### src/pdc_pkg.sv
package pdc_pkg;

   // Delay line depth, default
   localparam int DELAY_DEPTH_DEF = 8;

   // Field widths
   localparam int POS_W   = 16;
   localparam int GAIN_W  = 16;
   localparam int LIMIT_W = 15;
   localparam int ZONE_W  = 14;
   localparam int DELAY_W = 3;
   localparam int DRIVE_W = 16;
   localparam int CSR_W   = 16;
   localparam int CSR_IDX_W = 3;

   // Internal arithmetic widths
   localparam int ERR_W   = 17;  // target - measured
   localparam int DIFF_W  = 18;  // error difference
   localparam int PROP_W  = 34;  // 17b unsigned-as-signed x 17b
   localparam int DERIV_W = 35;  // 17b x 18b
   localparam int SUM_W   = 40;
   localparam int FRAC_SHIFT = 10;
   localparam int RAW_W   = SUM_W - FRAC_SHIFT;
   localparam int LIM_W   = 17;  // signed limit
   localparam int CMP_W   = 18;  // signed position compares

   // Zone drive limits, Q7.8 volts
   localparam logic signed [LIM_W-1:0] LIM_CRAWL     = 17'sd512;
   localparam logic signed [LIM_W-1:0] LIM_SLOW      = 17'sd1536;
   localparam logic signed [LIM_W-1:0] LIM_CRAWL_NEG = -17'sd512;
   localparam logic signed [LIM_W-1:0] LIM_SLOW_NEG  = -17'sd1536;

   // Register reset values
   localparam logic [GAIN_W-1:0]  PROP_GAIN_RST  = 16'd4096;
   localparam logic [GAIN_W-1:0]  DERIV_GAIN_RST = 16'd3413;
   localparam logic [DELAY_W-1:0] RESP_DELAY_RST = 3'd0;
   localparam logic [LIMIT_W-1:0] FULL_LIMIT_RST = 15'd7680;
   localparam logic [POS_W-1:0]   MIN_POS_RST    = 16'd14784;
   localparam logic [POS_W-1:0]   MAX_POS_RST    = 16'd34624;
   localparam logic [ZONE_W-1:0]  SLOW_ZONE_RST  = 14'd1920;
   localparam logic [ZONE_W-1:0]  CRAWL_ZONE_RST = 14'd320;

   typedef enum logic [CSR_IDX_W-1:0] {
      CSR_PROP_GAIN  = 3'd0,
      CSR_DERIV_GAIN = 3'd1,
      CSR_RESP_DELAY = 3'd2,
      CSR_FULL_LIMIT = 3'd3,
      CSR_MIN_POS    = 3'd4,
      CSR_MAX_POS    = 3'd5,
      CSR_SLOW_ZONE  = 3'd6,
      CSR_CRAWL_ZONE = 3'd7
   } csr_index_type;

endpackage

### src/pd_position_controller.sv
// PD position controller with position-dependent drive saturation.
//
// Request channel (req_valid/req_ready): one transaction per control tick,
// carrying target and measured position, unsigned Q10.6.
// Response channel (rsp_valid/rsp_ready): one transaction per request,
// carrying the clipped drive (signed Q7.8 volts) and a saturated flag.
// Register port (csr_write_en/csr_index/csr_wdata): single-cycle writes,
// no read-back; write only while no transaction is in flight.
//
// Two register stages. The input register takes the error and the
// chosen delay-line taps; gain products, sum, zone limits and clip sit
// between it and the output register, which drives the response channel.
// Throughput: one transaction per cycle, back to back, while rsp_ready stays high.
// A stalled response holds the output register; the input register still
// fills, and req_ready falls only once both stages are occupied.
// Reset: synchronous, clears both stages, both delay lines and loads the
// register defaults.
module pd_position_controller #(
   parameter int DELAY_DEPTH = pdc_pkg::DELAY_DEPTH_DEF
) (
   input  logic                                  clock,
   input  logic                                  reset,
   input  logic                                  req_valid,
   output logic                                  req_ready,
   input  logic [pdc_pkg::POS_W-1:0]             req_target_pos,
   input  logic [pdc_pkg::POS_W-1:0]             req_measured_pos,
   output logic                                  rsp_valid,
   input  logic                                  rsp_ready,
   output logic signed [pdc_pkg::DRIVE_W-1:0]    rsp_drive_voltage,
   output logic                                  rsp_saturated,
   input  logic                                  csr_write_en,
   input  logic [pdc_pkg::CSR_IDX_W-1:0]         csr_index,
   input  logic [pdc_pkg::CSR_W-1:0]             csr_wdata
);

   localparam int TAP_W = (DELAY_DEPTH > 1) ? $clog2(DELAY_DEPTH) : 1;

   // ---------------- configuration registers ----------------
   logic [pdc_pkg::GAIN_W-1:0]  prop_gain_ff;
   logic [pdc_pkg::GAIN_W-1:0]  deriv_gain_ff;
   logic [pdc_pkg::DELAY_W-1:0] resp_delay_ff;
   logic [pdc_pkg::LIMIT_W-1:0] full_limit_ff;
   logic [pdc_pkg::POS_W-1:0]   min_pos_ff;
   logic [pdc_pkg::POS_W-1:0]   max_pos_ff;
   logic [pdc_pkg::ZONE_W-1:0]  slow_zone_ff;
   logic [pdc_pkg::ZONE_W-1:0]  crawl_zone_ff;

   always_ff @(posedge clock) begin
      if (reset) begin
         prop_gain_ff  <= pdc_pkg::PROP_GAIN_RST;
         deriv_gain_ff <= pdc_pkg::DERIV_GAIN_RST;
         resp_delay_ff <= pdc_pkg::RESP_DELAY_RST;
         full_limit_ff <= pdc_pkg::FULL_LIMIT_RST;
         min_pos_ff    <= pdc_pkg::MIN_POS_RST;
         max_pos_ff    <= pdc_pkg::MAX_POS_RST;
         slow_zone_ff  <= pdc_pkg::SLOW_ZONE_RST;
         crawl_zone_ff <= pdc_pkg::CRAWL_ZONE_RST;
      end else if (csr_write_en) begin
         // Data is truncated to the register width
         case (pdc_pkg::csr_index_type'(csr_index))
            pdc_pkg::CSR_PROP_GAIN:  prop_gain_ff  <= csr_wdata[pdc_pkg::GAIN_W-1:0];
            pdc_pkg::CSR_DERIV_GAIN: deriv_gain_ff <= csr_wdata[pdc_pkg::GAIN_W-1:0];
            pdc_pkg::CSR_RESP_DELAY: resp_delay_ff <= csr_wdata[pdc_pkg::DELAY_W-1:0];
            pdc_pkg::CSR_FULL_LIMIT: full_limit_ff <= csr_wdata[pdc_pkg::LIMIT_W-1:0];
            pdc_pkg::CSR_MIN_POS:    min_pos_ff    <= csr_wdata[pdc_pkg::POS_W-1:0];
            pdc_pkg::CSR_MAX_POS:    max_pos_ff    <= csr_wdata[pdc_pkg::POS_W-1:0];
            pdc_pkg::CSR_SLOW_ZONE:  slow_zone_ff  <= csr_wdata[pdc_pkg::ZONE_W-1:0];
            pdc_pkg::CSR_CRAWL_ZONE: crawl_zone_ff <= csr_wdata[pdc_pkg::ZONE_W-1:0];
            default: ;
         endcase
      end
   end

   // ---------------- pipeline flow control ----------------
   logic s1_valid_ff, s2_valid_ff;
   logic adv1, adv2, accept;

   // A stage may load when it is empty or its contents move on
   assign adv2      = !s2_valid_ff || rsp_ready;
   assign adv1      = !s1_valid_ff || adv2;
   assign req_ready = adv1;
   assign accept    = req_valid && adv1;

   always_ff @(posedge clock) begin
      if (reset) begin
         s1_valid_ff <= 1'b0;
         s2_valid_ff <= 1'b0;
      end else begin
         if (adv1) s1_valid_ff <= req_valid;
         if (adv2) s2_valid_ff <= s1_valid_ff;
      end
   end

   // ---------------- stage 1: error, delay lines, tap select ----------------
   // err_hist_ff[k] is the sample that becomes tap k once this tick's sample
   // is shifted in; tap 0 is the current sample itself.
   logic signed [pdc_pkg::ERR_W-1:0]  err_hist_ff  [1:DELAY_DEPTH-1];
   logic signed [pdc_pkg::DIFF_W-1:0] diff_hist_ff [1:DELAY_DEPTH-1];

   logic signed [pdc_pkg::ERR_W-1:0]  cur_err;
   logic signed [pdc_pkg::DIFF_W-1:0] cur_diff;
   logic [TAP_W-1:0]                  tap;
   logic signed [pdc_pkg::ERR_W-1:0]  sel_err_in;
   logic signed [pdc_pkg::DIFF_W-1:0] sel_diff_in;

   assign cur_err  = $signed({1'b0, req_target_pos}) - $signed({1'b0, req_measured_pos});
   assign cur_diff = $signed({cur_err[pdc_pkg::ERR_W-1], cur_err})
                   - $signed({err_hist_ff[1][pdc_pkg::ERR_W-1], err_hist_ff[1]});

   always_comb begin
      // Tap clamps to the deepest entry
      if (int'(resp_delay_ff) > DELAY_DEPTH - 1) begin
         tap = TAP_W'(DELAY_DEPTH - 1);
      end else begin
         tap = TAP_W'(resp_delay_ff);
      end
      sel_err_in  = cur_err;
      sel_diff_in = cur_diff;
      for (int j = 1; j < DELAY_DEPTH; j++) begin
         if (tap == TAP_W'(j)) begin
            sel_err_in  = err_hist_ff[j];
            sel_diff_in = diff_hist_ff[j];
         end
      end
   end

   always_ff @(posedge clock) begin
      if (reset) begin
         for (int j = 1; j < DELAY_DEPTH; j++) begin
            err_hist_ff[j]  <= '0;
            diff_hist_ff[j] <= '0;
         end
      end else if (accept) begin
         err_hist_ff[1]  <= cur_err;
         diff_hist_ff[1] <= cur_diff;
         for (int j = 2; j < DELAY_DEPTH; j++) begin
            err_hist_ff[j]  <= err_hist_ff[j-1];
            diff_hist_ff[j] <= diff_hist_ff[j-1];
         end
      end
   end

   logic signed [pdc_pkg::ERR_W-1:0]  s1_err_ff;
   logic signed [pdc_pkg::DIFF_W-1:0] s1_diff_ff;
   logic [pdc_pkg::POS_W-1:0]         s1_pos_ff;

   always_ff @(posedge clock) begin
      if (accept) begin
         s1_err_ff  <= sel_err_in;
         s1_diff_ff <= sel_diff_in;
         s1_pos_ff  <= req_measured_pos;
      end
   end

   // ---------------- stage 2: gain products, zone limits, sum, clip ----------------
   logic signed [pdc_pkg::PROP_W-1:0]  prop_term;
   logic signed [pdc_pkg::DERIV_W-1:0] deriv_term;
   logic signed [pdc_pkg::CMP_W-1:0]   pos_s, hi_crawl, hi_slow, lo_crawl, lo_slow;
   logic signed [pdc_pkg::LIM_W-1:0]   upper_lim, lower_lim, full_pos, full_neg;

   assign prop_term  = $signed({1'b0, prop_gain_ff})  * s1_err_ff;
   assign deriv_term = $signed({1'b0, deriv_gain_ff}) * s1_diff_ff;

   assign pos_s    = $signed({2'b00, s1_pos_ff});
   assign hi_crawl = $signed({2'b00, max_pos_ff}) - $signed({4'b0000, crawl_zone_ff});
   assign hi_slow  = $signed({2'b00, max_pos_ff}) - $signed({4'b0000, slow_zone_ff});
   assign lo_crawl = $signed({2'b00, min_pos_ff}) + $signed({4'b0000, crawl_zone_ff});
   assign lo_slow  = $signed({2'b00, min_pos_ff}) + $signed({4'b0000, slow_zone_ff});
   assign full_pos = $signed({2'b00, full_limit_ff});
   assign full_neg = -full_pos;

   // Each end decided on its own; the crawl zone wins over the slow zone
   always_comb begin
      if (pos_s > hi_crawl) begin
         upper_lim = pdc_pkg::LIM_CRAWL;
      end else if (pos_s > hi_slow) begin
         upper_lim = pdc_pkg::LIM_SLOW;
      end else begin
         upper_lim = full_pos;
      end
      if (pos_s < lo_crawl) begin
         lower_lim = pdc_pkg::LIM_CRAWL_NEG;
      end else if (pos_s < lo_slow) begin
         lower_lim = pdc_pkg::LIM_SLOW_NEG;
      end else begin
         lower_lim = full_neg;
      end
   end

   logic signed [pdc_pkg::SUM_W-1:0] sum;
   logic signed [pdc_pkg::RAW_W-1:0] raw, upper_x, lower_x;
   logic signed [pdc_pkg::DRIVE_W-1:0] drive_in;
   logic                               sat_in;

   // Derivative term carries four fewer fraction bits, hence the shift
   assign sum = $signed({{(pdc_pkg::SUM_W-pdc_pkg::PROP_W){prop_term[pdc_pkg::PROP_W-1]}},
                         prop_term})
              + $signed({{(pdc_pkg::SUM_W-pdc_pkg::DERIV_W-4){deriv_term[pdc_pkg::DERIV_W-1]}},
                         deriv_term, 4'b0000});
   // Dropping the low bits floors toward minus infinity
   assign raw = sum[pdc_pkg::SUM_W-1:pdc_pkg::FRAC_SHIFT];

   assign upper_x = $signed({{(pdc_pkg::RAW_W-pdc_pkg::LIM_W){upper_lim[pdc_pkg::LIM_W-1]}},
                             upper_lim});
   assign lower_x = $signed({{(pdc_pkg::RAW_W-pdc_pkg::LIM_W){lower_lim[pdc_pkg::LIM_W-1]}},
                             lower_lim});

   always_comb begin
      if (raw > upper_x) begin
         drive_in = upper_lim[pdc_pkg::DRIVE_W-1:0];
         sat_in   = 1'b1;
      end else if (raw < lower_x) begin
         drive_in = lower_lim[pdc_pkg::DRIVE_W-1:0];
         sat_in   = 1'b1;
      end else begin
         drive_in = raw[pdc_pkg::DRIVE_W-1:0];
         sat_in   = 1'b0;
      end
   end

   logic signed [pdc_pkg::DRIVE_W-1:0] rsp_drive_ff;
   logic                               rsp_sat_ff;

   always_ff @(posedge clock) begin
      if (adv2 && s1_valid_ff) begin
         rsp_drive_ff <= drive_in;
         rsp_sat_ff   <= sat_in;
      end
   end

   assign rsp_valid         = s2_valid_ff;
   assign rsp_drive_voltage = rsp_drive_ff;
   assign rsp_saturated     = rsp_sat_ff;

endmodule

### config.mk
export PLATFORM = sky130hd
export DESIGN_NAME = pd_position_controller
export DESIGN_NICKNAME = d
export VERILOG_FILES = /design/src/pdc_pkg.sv /design/src/pd_position_controller.sv
export SDC_FILE = /design/constraint.sdc
export NUM_CORES = 2
export LEC_CHECK = 0
export CAP_MARGIN = 15
export CORE_MARGIN = 4
export CORE_UTILIZATION = 50
export CTS_CLUSTER_DIAMETER = 40
export DETAILED_ROUTE_END_ITERATION = 10
export DONT_BUFFER_PORTS = 1
export GPL_ROUTABILITY_DRIVEN = 0
export PLACE_DENSITY = 0.65
export SLEW_MARGIN = 20
export SYNTH_ARGS = -nofsm -noshare
export SYNTH_HDL_FRONTEND = slang
export SYNTH_SLANG_ARGS = --single-unit
export TNS_END_PERCENT = 5
### constraint.sdc
create_clock -name clock -period 16.95 [get_ports clock]
set_input_delay 0.8475 -clock clock [delete_from_list [all_inputs] [get_ports clock]]
set_output_delay 0.8475 -clock clock [all_outputs]
set_load 0.02 [all_outputs]
== After elaboration in Yosys (flattened, before gate mapping) ==
Memories as Yosys holds them, arrays and structs flattened.
Index checks and enable logic that the tools add are counted.
Word-level totals
  register bits: 180
  bits in writable memories: 245
  input port bits: 56
  output and inout bits: 19
  logic and storage cells: 116
  memories: 2
Memories
  diff_hist_ff: depth 7, bits a word 18, read ports 7, clocked after memory_dff 0, wr ports 7, line pd_position_controller.sv:98  | logic signed [pdc_pkg::DIFF_W-1:0] diff_hist_ff [1:DELAY_DEPTH-1];
  err_hist_ff: depth 7, bits a word 17, read ports 7, clocked after memory_dff 0, wr ports 7, line pd_position_controller.sv:97  | logic signed [pdc_pkg::ERR_W-1:0] err_hist_ff [1:DELAY_DEPTH-1];
Operators by class
  $add $sub $neg: 8
  multipliers: 2
  $lt $le $gt $ge: 6
  equal/unequal tests: 14
  mux-type cells: 40
  bitwise logic cells: 14
  reductions and logical operators: 15
Operators by type and width (number)
  two-way mux 17 bit: 16
  two-way mux 18 bit: 14
  adder 34 x 39 -> 40 bit: 1
  multiplier 17 x 18 -> 35 bit: 1
  adder 16 x 14 -> 17 bit: 2
  > comparator 17 bit: 2
  < comparator 16 x 17 -> 1 bit: 2
  multiplier 17 x 17 -> 34 bit: 1
  subtractor 16 x 14 -> 17 bit: 2
  two-way mux 16 bit: 2
  > comparator 30 x 17 -> 1 bit: 1
  < comparator 30 x 17 -> 1 bit: 1
  two-way mux 15 bit: 2
  == test 3 bit, second input constant: 8
  subtractor 17 x 17 -> 18 bit: 1
  negation 15 -> 17 bit: 1
  subtractor 16 x 16 -> 17 bit: 1
  AND reduction 2 bit: 8
  bitwise OR 1 bit: 14
  == test 3 x 2 -> 1 bit, second input constant: 4
  == test 3 x 1 -> 1 bit, second input constant: 2
  two-way mux 1 bit: 6
  logical NOT 3 bit: 1
  logical AND 1 bit: 2
  other kinds (2): 4

== Logic depth before layout (Yosys ltp) ==
  word-level depth: 9
  gate-level depth with buffers: 52
  gate-level depth less buffers: 50

== Worst setup path before layout ==
No wires, ideal clock.
  kind: reg2reg
  from: register deriv_gain_ff[3] (netlist name)
  to: register rsp_drive_ff (netlist bit rsp_drive_voltage[9]), data pin
  setup time: 0.262 ns
  data arrival time: 12.171 ns
  data required time: 16.688 ns
  path slack: 4.517 ns
  cell stages (with the launch flop): 50
  buffers on the path: 2
  period minus slack after synthesis: 12.433 ns
  cell sequence: dfxtp_1 > clkbuf_1 > clkbuf_1 > nand2_1 > fa_1 > inv_1 > fa_1 > ha_1 > fa_1 > inv_1 > fa_1 > fa_1 > inv_1 > ha_1 > o21a_1 > o21ai_0 > nand2b_1 > and2_1 > (+14 left out) > o21ai_4 > o311ai_0 > o21ai_0 > a21oi_1 > xor2_1 > inv_1 > ha_1 > nand2_1 > nor2_1 > nand3_1 > or3_1 > or3_1 > a21oi_1 > inv_1 > a21oi_1 > o21ai_2 > o21a_1 > mux2_1
On the way
  longest elaborated chain between the ends: 5
  elaborated cells between the ends (all ways): 6
  those cells by class: add/sub: 1; mul: 1; order compare: 2; mux: 2
Ends and longest elaborated chain
  start, declared: line pd_position_controller.sv:40  | logic [pdc_pkg::GAIN_W-1:0] deriv_gain_ff;
  start signal, assigned: line pd_position_controller.sv:51  | deriv_gain_ff <= pdc_pkg::DERIV_GAIN_RST;
  start signal, assigned: line pd_position_controller.sv:62  | pdc_pkg::CSR_DERIV_GAIN: deriv_gain_ff <= csr_wdata[pdc_pkg::GAIN_W-1:0];
  multiplier 17 x 18 -> 35 bit (*): line pd_position_controller.sv:162  | assign deriv_term = $signed({1'b0, deriv_gain_ff}) * s1_diff_ff;
  adder 34 x 39 -> 40 bit (*): line pd_position_controller.sv:198  | + $signed({{(pdc_pkg::SUM_W-pdc_pkg::DERIV_W-4){deriv_term[pdc_pkg::DERIV_W-1]}},
  < comparator 30 x 17 -> 1 bit: line pd_position_controller.sv:212  | end else if (raw < lower_x) begin
  two-way mux 16 bit: line pd_position_controller.sv:212
  two-way mux 16 bit (*): line pd_position_controller.sv:209  | if (raw > upper_x) begin
  named net drive_in, one bit: line pd_position_controller.sv:192  | logic signed [pdc_pkg::DRIVE_W-1:0] drive_in;
  end signal, assigned: line pd_position_controller.sv:226  | rsp_drive_ff <= drive_in;
  end, declared: line pd_position_controller.sv:221  | logic signed [pdc_pkg::DRIVE_W-1:0] rsp_drive_ff;
Mark *: on every way through the listed nets, which the timed path passes. The rest lies on a longest branch.
A chain may end at the register's enable or synchronous reset.

== Final worst setup path ==
  from: register deriv_gain_ff[2] (netlist name)
  to: register rsp_drive_ff (netlist bit rsp_drive_voltage[7]), data pin
Same word-level chain as after synthesis.

==> results by stage <==
Drt:
- The number of iterations in the first detailed-routing pass is 5.
- Detailed routing inserted a total of about 33k vias.
- The post-detailed-route wirelength per cell is 19.6 um.
- Wires add up to 117 mm.
- In this run the remaining antenna-violating nets after routing total 0.
- The post-detailed-route DRC marker count is 0.
- The violation count after the first detailed-routing iteration is 2474.
- The via-per-instance ratio is 5.56.

Finish:
- The signed area change from the synthesized netlist to the final layout is 8.54%.
- Cells with a size suffix above 1 make up 5.38% of the layout.
- The final net count is 5732.
- The finished layout cell area is 0.0496 mm^2.

GRT:
- The first global-routing pass estimated 189 mm of wire.
- The number of antenna violations at the first check in global routing is 2.
- The combined global-route utilization of all metal layers is 25.1%.
- Entering global routing, the biggest net connects 197 pins.
- The number of global-route vias before repair is ~34k.
- The overflow left after global routing is 0.

STA:
- The worst pin sits at a relative slew slack of 19.7%.
- Setup repair after global routing left no endpoint under its margin.
- The final critical path takes up around four fifths of the cycle.
- The upper clock frequency limit is 72.8 MHz.
- The final hold slack is 0.275 ns.
- Setup violations remaining at the end of the flow were counted as 0.
- The final count of hold timing violations is 0.
- The max-slew violation count came to 0.
- At the pin with the least slew margin, the transition time is 1.20 ns.
- On the final layout, the worst clock skew is 0.0510 ns.
- The clock period minus worst slack is 13.74 ns.
- The final setup TNS is 0 ns.

Placed design:
- In this run the tool buffered the top-level ports with 0 buffer cells.
- The detailed placer's ending HPWL is 88.6 mm.
- The placed instances occupy a cell area of approximately 0.047 mm^2.

Setup path:
- Across all register-to-register paths, the minimum setup slack is between 3 and 4 ns.
- On the worst path, the slowest cell contributes a delay of 0.82 ns.
- On the critical path the largest part of the delay comes from adder cells.
- The worst register-to-register path ends at rsp_drive_voltage[7].
- STA classifies the critical path startpoint as a flop.
- Together, buffers and inverters on the worst path number 7.
- Among the stages of the critical path, the cell type that occurs most often is sky130_fd_sc_hd__fa_1.
- Data arrives at the worst endpoint at 14.21 ns.
- The critical path in this run is classified as reg -> reg.
- Along the worst path, the maximum fanout reaches 19.
- The depth of the most critical reg-to-reg path is between 40 and 50.
- The worst register-to-register path begins at deriv_gain_ff[2].
- The critical path data required time is 17.42 ns.
- The worst setup path is captured at a flop.
- The slowest stage of the critical path belongs to the cell sky130_fd_sc_hd__o21ai_2.

Floorplan:
- The number of placement rows is 110.
- The number of I/O pins is 75.
- The die area is 0.0962 mm^2.
- In this run the horizontal extent of the chip is 310 um.
- The initial cell density of the core is 50.6%.
- The die is 310 um tall.
- The floorplan step defined a core boundary enclosing 0.0903 mm^2.

Logic synthesis:
- For this run, the number of Yosys warnings is 0.
- Of the post-synthesis cell area, the dominant cell type holds 23.6%.
- Among all flip-flop cells after synthesis, the most frequent one is sky130_fd_sc_hd__edfxtp_1.
- The synthesized netlist net count is 5819.
- The register bit count reported by yosys is 425.
- The async set-or-reset flop fraction in the synthesized netlist is 0%.
- The commonest cells after synthesis are sky130_fd_sc_hd__inv_1 (764), sky130_fd_sc_hd__nand2_1 (653), sky130_fd_sc_hd__fa_1 (538).
- The synthesized instance count is 4805.
- Sorting the synthesized cells by area gives the leading types as sky130_fd_sc_hd__fa_1 (24%), sky130_fd_sc_hd__edfxtp_1 (21%), sky130_fd_sc_hd__ha_1 (12%), sky130_fd_sc_hd__inv_1 (6.3%), sky130_fd_sc_hd__and2_1 (5.8%).
- The library cell with the highest instance count after synthesis is sky130_fd_sc_hd__inv_1.
- In this run, synthesis inferred 313 flip-flops with an integrated enable.
- The unique cell type count in the Yosys netlist is 85.
- Summing the sequential cell areas from Yosys gives 25.5% of the chip area.
- Summing every instance area after synthesis gives 0.0457 mm^2.
- The synthesized design spends more area on one cell type than any other, namely sky130_fd_sc_hd__fa_1.
- The average instance area after synthesis is 9.50 um^2.

Clock tree:
- The clock tree from TritonCTS is done.
- The number of hold buffers added after CTS is 0.
- After clock tree synthesis, the clock-pin slew on the worst setup and hold paths is approximately 0.050 ns.
- The cell chosen for the clock root is sky130_fd_sc_hd__clkbuf_16.
- The post-CTS setup buffer count is 0.
- The clock passes through at most 3 buffers.
- The clock drives 425 sinks.
- At the later pin of the worst-skew pair, clock insertion delay measures roughly 0.64 ns.
- The number of buffers created by CTS is 78.
- The maximum level of the CTS H-tree is 3.
- Post-CTS repair changed the size of 0 cells.

Worst hold path:
- In this run the most critical hold path is launched from reset.
- Along the worst hold path, the cell count comes to 1.
- For hold timing, the worst endpoint is rsp_valid.
- The class of the most critical hold timing path is in -> reg.

Status:
- The flow ran to the end, and the final reports show no timing, DRC or antenna violations.

Job:
- The max-cap violation count is 0.
sequential cells by signal (all words and copies together) (netlist names):
name,count
diff_hist_ff,126
err_hist_ff,119
s1_diff_ff,18
s1_err_ff,17
deriv_gain_ff,16
max_pos_ff,16
min_pos_ff,16
prop_gain_ff,16
rsp_drive_voltage,16
s1_pos_ff,16
full_limit_ff,15
crawl_zone_ff,14
slow_zone_ff,14
resp_delay_ff,3
rsp_saturated,1
rsp_valid,1
s1_valid_ff,1
layout make-up:
type | instances | area [um^2]
Antenna cell | 1 | 2.50
Clock inverter | 59 | 903
Fill cell | 8130 | 40700
Sequential cell | 425 | 11600
Tap cell | 1176 | 1470
Multi-Input combinational cell | 3413 | 30400
Inverter | 766 | 2880
Clock buffer | 84 | 1980
Timing Repair Buffer | 34 | 268
layer usage:
| metal | GRT usage, % | up-vias | wire (um) |
|---|---|---|---|
| met3 | 4.73 | 174 | 8060 |
| li1 | - | 15484 | - |
| met1 | 34.6 | 16592 | 51100 |
| met5 | 0 | - | 0 |
| met2 | 41.4 | 890 | 55200 |
| met4 | 5.84 | 0 | 2660 |
layout by cell type (no fill, tap or decap), types with 38 or more instances in the layout:
| master | instances |
|---|---|
| sky130_fd_sc_hd__a21o_1 | 56 |
| sky130_fd_sc_hd__a21oi_1 | 249 |
| sky130_fd_sc_hd__and2_1 | 425 |
| sky130_fd_sc_hd__clkbuf_16 | 78 |
| sky130_fd_sc_hd__dfxtp_1 | 109 |
| sky130_fd_sc_hd__edfxtp_1 | 313 |
| sky130_fd_sc_hd__fa_1 | 538 |
| sky130_fd_sc_hd__ha_1 | 420 |
| sky130_fd_sc_hd__inv_1 | 763 |
| sky130_fd_sc_hd__mux2i_1 | 47 |
| sky130_fd_sc_hd__nand2_1 | 653 |
| sky130_fd_sc_hd__nand2b_1 | 53 |
| sky130_fd_sc_hd__nand3_1 | 49 |
| sky130_fd_sc_hd__nor2_1 | 176 |
| sky130_fd_sc_hd__nor3_1 | 38 |
| sky130_fd_sc_hd__o21ai_0 | 125 |
| sky130_fd_sc_hd__xnor2_1 | 85 |
| sky130_fd_sc_hd__xor2_1 | 53 |
cells by family (layout without fill, tap and decap cells):
logic type | after synthesis | count (layout) | synth area share (%)
other | 0 | 1 | 0
multiplexers | 92 | 92 | 2.78
flip-flops | 425 | 425 | 25.5
AO/OA/AOI/OAI | 648 | 648 | 8.94
AND/OR/NAND/NOR | 1577 | 1577 | 17.0
buffers and inverters | 967 | 943 | 8.01
adder cells (fa/ha/maj) | 958 | 958 | 35.1
XOR/XNOR | 138 | 138 | 2.65
how the worst max path moves through the flow:
stage,start,cells after the start,slack (ns),end
6_report,deriv_gain_ff[2],46,3.21,rsp_drive_voltage[7]
5_1_grt,deriv_gain_ff[2],46,2.36,rsp_drive_voltage[5]
4_1_cts,s1_diff_ff[6],46,3.27,rsp_drive_voltage[7]
3_5_place_dp,deriv_gain_ff[2],46,3.32,rsp_drive_voltage[6]
3_3_place_gp,deriv_gain_ff[2],46,3.53,rsp_drive_voltage[2]
2_1_floorplan,deriv_gain_ff[3],49,4.52,rsp_drive_voltage[9]
worst reg2reg max path: cells and delay by family, from the launching register on:
| family | cells | cell delay, ns |
|---|---|---|
| AO/OA/AOI/OAI | 15 | 3.95 |
| XOR/XNOR | 2 | 0.51 |
| adder cells (fa/ha/maj) | 15 | 6.57 |
| buffers and inverters | 7 | 0.38 |
| flip-flops | 1 | 0.81 |
| multiplexers | 2 | 0.57 |
| AND/OR/NAND/NOR | 5 | 0.85 |
stage by stage:
stage	cells	setup WS (ns)	utilization, %
floorplan	4805	4.52	-
global placement	5814	3.53	51.7
detailed placement	5814	3.32	51.7
CTS	5957	3.27	54.9
global route	5957	2.36	54.9
finish	5958	3.21	54.9
Power is left out: the tool's default activity adds up to more than one toggle a clock period on the data nets, which glitch-free logic cannot reach.
